[config.mk]
export PLATFORM = sky130hd
export DESIGN_NAME = glhf_ram
export DESIGN_NICKNAME = d
export VERILOG_FILES = /design/src/glhf_ram.sv
export SDC_FILE = /design/constraint.sdc
export NUM_CORES = 1
export LEC_CHECK = 0
export ABC_AREA = 1
export BUFFER_PORTS_ARGS = -buffer_cell sky130_fd_sc_hd__buf_2
export CAP_MARGIN = 15
export CORE_ASPECT_RATIO = 1.5
export CORE_UTILIZATION = 55
export DETAILED_ROUTE_END_ITERATION = 10
export HOLD_SLACK_MARGIN = 0.08
export PLACE_DENSITY = 0.82
export SYNTH_ARGS = -nofsm -noshare
export SYNTH_HDL_FRONTEND = slang
export SYNTH_SLANG_ARGS = --single-unit
[constraint.sdc]
create_clock -name clk -period 1.4 [get_ports clk]
set_input_delay 0.21 -clock clk [delete_from_list [all_inputs] [get_ports clk]]
set_output_delay 0.21 -clock clk [all_outputs]
set_load 0.05 [all_outputs]
[src/glhf_ram.sv]
// Generic single-write, single-read RAM with registered read data.
module glhf_ram #(
	parameter int WIDTH = 8,
	parameter int DEPTH = 16
) (
	input  logic                     clk,
	input  logic                     we,
	input  logic [$clog2(DEPTH)-1:0] waddr,
	input  logic [WIDTH-1:0]         wdata,
	input  logic                     re,
	input  logic [$clog2(DEPTH)-1:0] raddr,
	output logic [WIDTH-1:0]         rdata
);

	logic [WIDTH-1:0] mem_q [DEPTH];
	logic [WIDTH-1:0] rdata_q;

	// Write port
	always_ff @(posedge clk) begin
		if (we) begin
			mem_q[waddr] <= wdata;
		end
	end

	// Read port, data held while re is low
	always_ff @(posedge clk) begin
		if (re) begin
			rdata_q <= mem_q[raddr];
		end
	end

	assign rdata = rdata_q;

endmodule

* Yosys cells after proc, flatten, opt, wreduce, memory -nomap -nowiden
Memory sizes are Yosys's and may differ from the RTL's. A register that Yosys moved wholly into a read port is not among the register bits.
Cells that the tools add are included.
** Storage, ports and cells
- Register bits :: 0
- RAM bits :: 128
- Output and inout port bits :: 8
- Memories kept :: 1
** Operators by class
- Mux-type cells :: 2
** Memory list
- mem_q :: depth 16, width 8, rd ports 1, clocked after Yosys merged registers in 1, wr ports 1, line 15 : logic [WIDTH-1:0] mem_q [DEPTH];
** Operators by type and width (count)
- 1-bit 2-to-1 mux :: 2

* Logic depth before layout (Yosys ltp)
- Depth in word-level cells :: 2
- Depth in mapped cells :: 8

* Least setup slack after synthesis
Ideal clock, no wire load.
- Kind :: input port to flip-flop
- From :: input port waddr[2]
- To :: memory mem_q[10][0], enable pin
- Setup time :: 0.370 ns
- Arrival :: 0.791 ns
- Data required time :: 1.030 ns
- Path slack :: 0.239 ns
- Cell stages on the path :: 2
- Buffers on the path :: 0
- Cells stage by stage :: nand3b_1 nor2_1
** RTL lines
- from (decl) :: line 8 : input logic [$clog2(DEPTH)-1:0] waddr,
- to (decl) :: line 15
No word-level cell before the write port.

* Final worst setup path
- From :: register rdata_q[5], in the netlist rdata[5] (read register of mem_q)
- To :: output port rdata[5]
** RTL lines
- from (decl) :: line 16 : logic [WIDTH-1:0] rdata_q;
- to (decl) :: line 12 : output logic [WIDTH-1:0] rdata
No word-level cell between the ends.

==> impl_results.html <==
<table>
<tr><th>Metric</th><th>Value</th></tr>
<tr><th colspan="2">Placement</th></tr>
<tr><td>Post-DP HPWL</td><td>8110 um</td></tr>
<tr><td>Number of port buffers</td><td>26</td></tr>
<tr><td>Post-detailed-placement cell area</td><td>between 6000 and 7000 sq um</td></tr>
<tr><td>Routability-driven placement congestion ratio</td><td>0.862</td></tr>
<tr><td>DP Worst Slack</td><td>-0.0131 ns</td></tr>
<tr><th colspan="2">Timing</th></tr>
<tr><td>Total count of max-transition violations in the final report</td><td>0</td></tr>
<tr><td>Relative slew slack</td><td>0.618</td></tr>
<tr><td>Unrepaired setup endpoints after global routing</td><td>no</td></tr>
<tr><td>Final setup viols</td><td>0</td></tr>
<tr><td>Final worst-path cycle share</td><td>0.879</td></tr>
<tr><td>Slew of the pin with the lowest slew margin</td><td>0.572 ns</td></tr>
<tr><td>Final Hold Slack</td><td>0.156 ns</td></tr>
<tr><td>Hold Violations, Final</td><td>0</td></tr>
<tr><td>Post-route worst setup slack</td><td>0.170 ns</td></tr>
<tr><td>Highest attainable clock frequency</td><td>0.813 GHz</td></tr>
<tr><td>Setup Skew</td><td>roughly 0.0057 ns</td></tr>
<tr><td>Min cycle time layout</td><td>about 1.2 ns</td></tr>
<tr><td>Setup total negative slack</td><td>0 ns</td></tr>
<tr><th colspan="2">Clock network</th></tr>
<tr><td>Buffer count from post-CTS setup fixing</td><td>0</td></tr>
<tr><td>TritonCTS clock tree</td><td>built</td></tr>
<tr><td>Clk slew on worst S/H paths</td><td>0.06 ns</td></tr>
<tr><td>Largest buffer count on any clock path</td><td>2</td></tr>
<tr><td>Cts bufs inserted</td><td>17</td></tr>
<tr><td>Total of hold buffers inserted after clock tree synthesis</td><td>0</td></tr>
<tr><td>Post-cts gate resize count</td><td>0</td></tr>
<tr><td>Worst-skew pair later-pin latency</td><td>0.41 ns</td></tr>
<tr><td>Clock net sink count</td><td>136</td></tr>
<tr><td>H-tree depth</td><td>4</td></tr>
<tr><td>CTS Root Buffer Type</td><td>clkbuf_16</td></tr>
<tr><th colspan="2">Layout</th></tr>
<tr><td>Layout overhead on the synthesized area</td><td>16.3%</td></tr>
<tr><td>Layout Nets</td><td>615</td></tr>
<tr><td>Most common cell after layout, fill and taps aside</td><td>nand2_1</td></tr>
<tr><td>Top library cells by usage in the layout, fill and taps aside</td><td>nand2_1, edfxtp_1, inv_1</td></tr>
<tr><td>Fill cell instance count of the final layout</td><td>725</td></tr>
<tr><td>Diodes inserted</td><td>0</td></tr>
<tr><td>Post-route cell area</td><td>6800 sq um</td></tr>
<tr><td>Share of the core filled with cells in the final layout</td><td>0.663</td></tr>
<tr><td>Share of layout cells above drive strength 1</td><td>0.123</td></tr>
<tr><th colspan="2">Synthesis</th></tr>
<tr><td>Sequential cell area fraction in the yosys report</td><td>0.698</td></tr>
<tr><td>Total of warnings raised by yosys</td><td>0</td></tr>
<tr><td>Post-Syn Area per Cell</td><td>10.6 sq um</td></tr>
<tr><td>Synth Cell Area</td><td>5850 sq um</td></tr>
<tr><td>Area share of the largest cell type after synthesis</td><td>0.698</td></tr>
<tr><td>Synthesized net count</td><td>570</td></tr>
<tr><td>Yosys cell types</td><td>11</td></tr>
<tr><td>Register bit total from synthesis</td><td>approximately 140</td></tr>
<tr><td>Cells after synthesis</td><td>551</td></tr>
<tr><td>Largest cells by area after synthesis</td><td>edfxtp_1, nand2_1, nand3_1, inv_1, buf_6</td></tr>
<tr><td>Cell taking the most area after synthesis</td><td>edfxtp_1</td></tr>
<tr><th colspan="2">Power and ir drop</th></tr>
<tr><td>Power per standard cell area</td><td>1430 nW/um^2</td></tr>
<tr><td>Maximum vdd drop</td><td>0.927 mV</td></tr>
<tr><td>Cell leakage power</td><td>roughly 3 nW</td></tr>
<tr><th colspan="2">Worst setup path</th></tr>
<tr><td>Worst R2R Start</td><td>mem_q[15][2]</td></tr>
<tr><td>Worst Setup Start Kind</td><td>register</td></tr>
<tr><td>Maximum fanout encountered on the critical timing path</td><td>1</td></tr>
<tr><td>Critical Path Slowest Stage Cell</td><td>edfxtp_1</td></tr>
<tr><td>Top delay family on crit path</td><td>flip-flops</td></tr>
<tr><td>Required time worst endpoint</td><td>1.19 ns</td></tr>
<tr><td>Series of cell instances along the critical path</td><td>buf_2</td></tr>
<tr><td>Worst setup path startpoint</td><td>rdata[5]</td></tr>
<tr><td>Element type at the critical path end</td><td>output port</td></tr>
<tr><td>Data arrival time of the worst path</td><td>~1.0 ns</td></tr>
<tr><td>CP Buf/Inv Count</td><td>1</td></tr>
<tr><td>Worst Setup Path Type</td><td>reg2out</td></tr>
<tr><td>Delay of the slowest critical-path stage</td><td>between 0.3 and 0.4 ns</td></tr>
<tr><th colspan="2">Routing</th></tr>
<tr><td>DRC Markers</td><td>0</td></tr>
<tr><td>Routed vias</td><td>~4000</td></tr>
<tr><td>Total routed wirelength</td><td>13100 um</td></tr>
<tr><td>Average detailed-routed wire length per instance</td><td>17.4 um</td></tr>
<tr><td>Post-route antenna net violation count</td><td>0</td></tr>
<tr><td>DR pass1 iterations</td><td>5</td></tr>
<tr><td>Starting DRT DRC Count</td><td>298</td></tr>
<tr><td>DR vias/cell</td><td>roughly 5.3</td></tr>
<tr><th colspan="2">Floorplan</th></tr>
<tr><td>Die height</td><td>128 um</td></tr>
<tr><td>Area inside the core boundary</td><td>slightly above 10000 sq um</td></tr>
<tr><td>Initial core utilization</td><td>0.571</td></tr>
<tr><td>IO Count</td><td>27</td></tr>
<tr><td>Floorplan die area</td><td>11100 sq um</td></tr>
<tr><td>Die W</td><td>86.2 um</td></tr>
<tr><td>Site Rows</td><td>45</td></tr>
<tr><th colspan="2">GRT</th></tr>
<tr><td>Number of antenna violations at the first check in global routing</td><td>0</td></tr>
<tr><td>Vias in the first global route</td><td>3981</td></tr>
<tr><td>Pin count of the biggest net entering global routing</td><td>65</td></tr>
<tr><td>First-pass GRT wire length</td><td>20300 um</td></tr>
<tr><td>GRT Util Overall</td><td>0.259</td></tr>
<tr><td>Remaining Overflow, GRT</td><td>0</td></tr>
<tr><th colspan="2">Min path</th></tr>
<tr><td>Path category of the worst min-delay check</td><td>in2reg</td></tr>
<tr><td>Startpoint of the worst hold path</td><td>re</td></tr>
<tr><th colspan="2">Run status</th></tr>
<tr><td>Run status</td><td>finished, final reports clean</td></tr>
<tr><th colspan="2">Job</th></tr>
<tr><td>Max-cap violation count</td><td>0</td></tr>
</table>
## synth_stat cells, drive strengths merged
cell type and count:
nand3b 2, nand2 173, edfxtp 136, nor2 17
buf 24, inv 102, nand3 97
## final cells by class
cell class,instances,area (sq um),share of cell area
repair buffers,50,348,0.0512
multi-input cells,289,1210,0.179
clock buffers,20,437,0.0642
flip-flops and latches,136,4080,0.601
inverters,102,383,0.0563
well taps,141,176,0.0260
clock inverters,12,156,0.0230
## registers in the layout (all words and copies together) (netlist names)
register / count
rdata: 8
mem_q: 128
## kinds of logic after synthesis
group / share of synthesized area
DFF: 0.698
buffers and inverters: 0.0939
and+or+nand+nor: 0.208
## stage by stage
step,power [W],instances
after floorplan,0.00508,551
after global placement,0.00530,718
after detailed placement,0.00532,718
after CTS,0.00973,750
after global routing,0.00995,750
final,0.00969,750
## report_power, final
group          total (W)  switching [W]  internal [W]
logic           0.000631       0.000459      0.000172
registers        0.00462      0.0000251       0.00459
clock network    0.00444        0.00151       0.00293
## layer usage
metal	global-route usage	vias to the layer above	share of wire
met4	0.152	0	0.039
met3	0.0683	32	0.070
met5	0	-	0
met1	0.303	1891	0.37
li1	-	1869	-
met2	0.428	187	0.52
## worst paths after layout
path                    to  slack, ns  cells past startpoint
setup / recovery  rdata[5]       0.17                      1
hold reg to reg   rdata[3]       0.74                      6
setup reg to reg  rdata[2]       0.24                      6
hold / removal    rdata[0]       0.16                      1
Note: power is estimated with default switching activity, not from simulation.
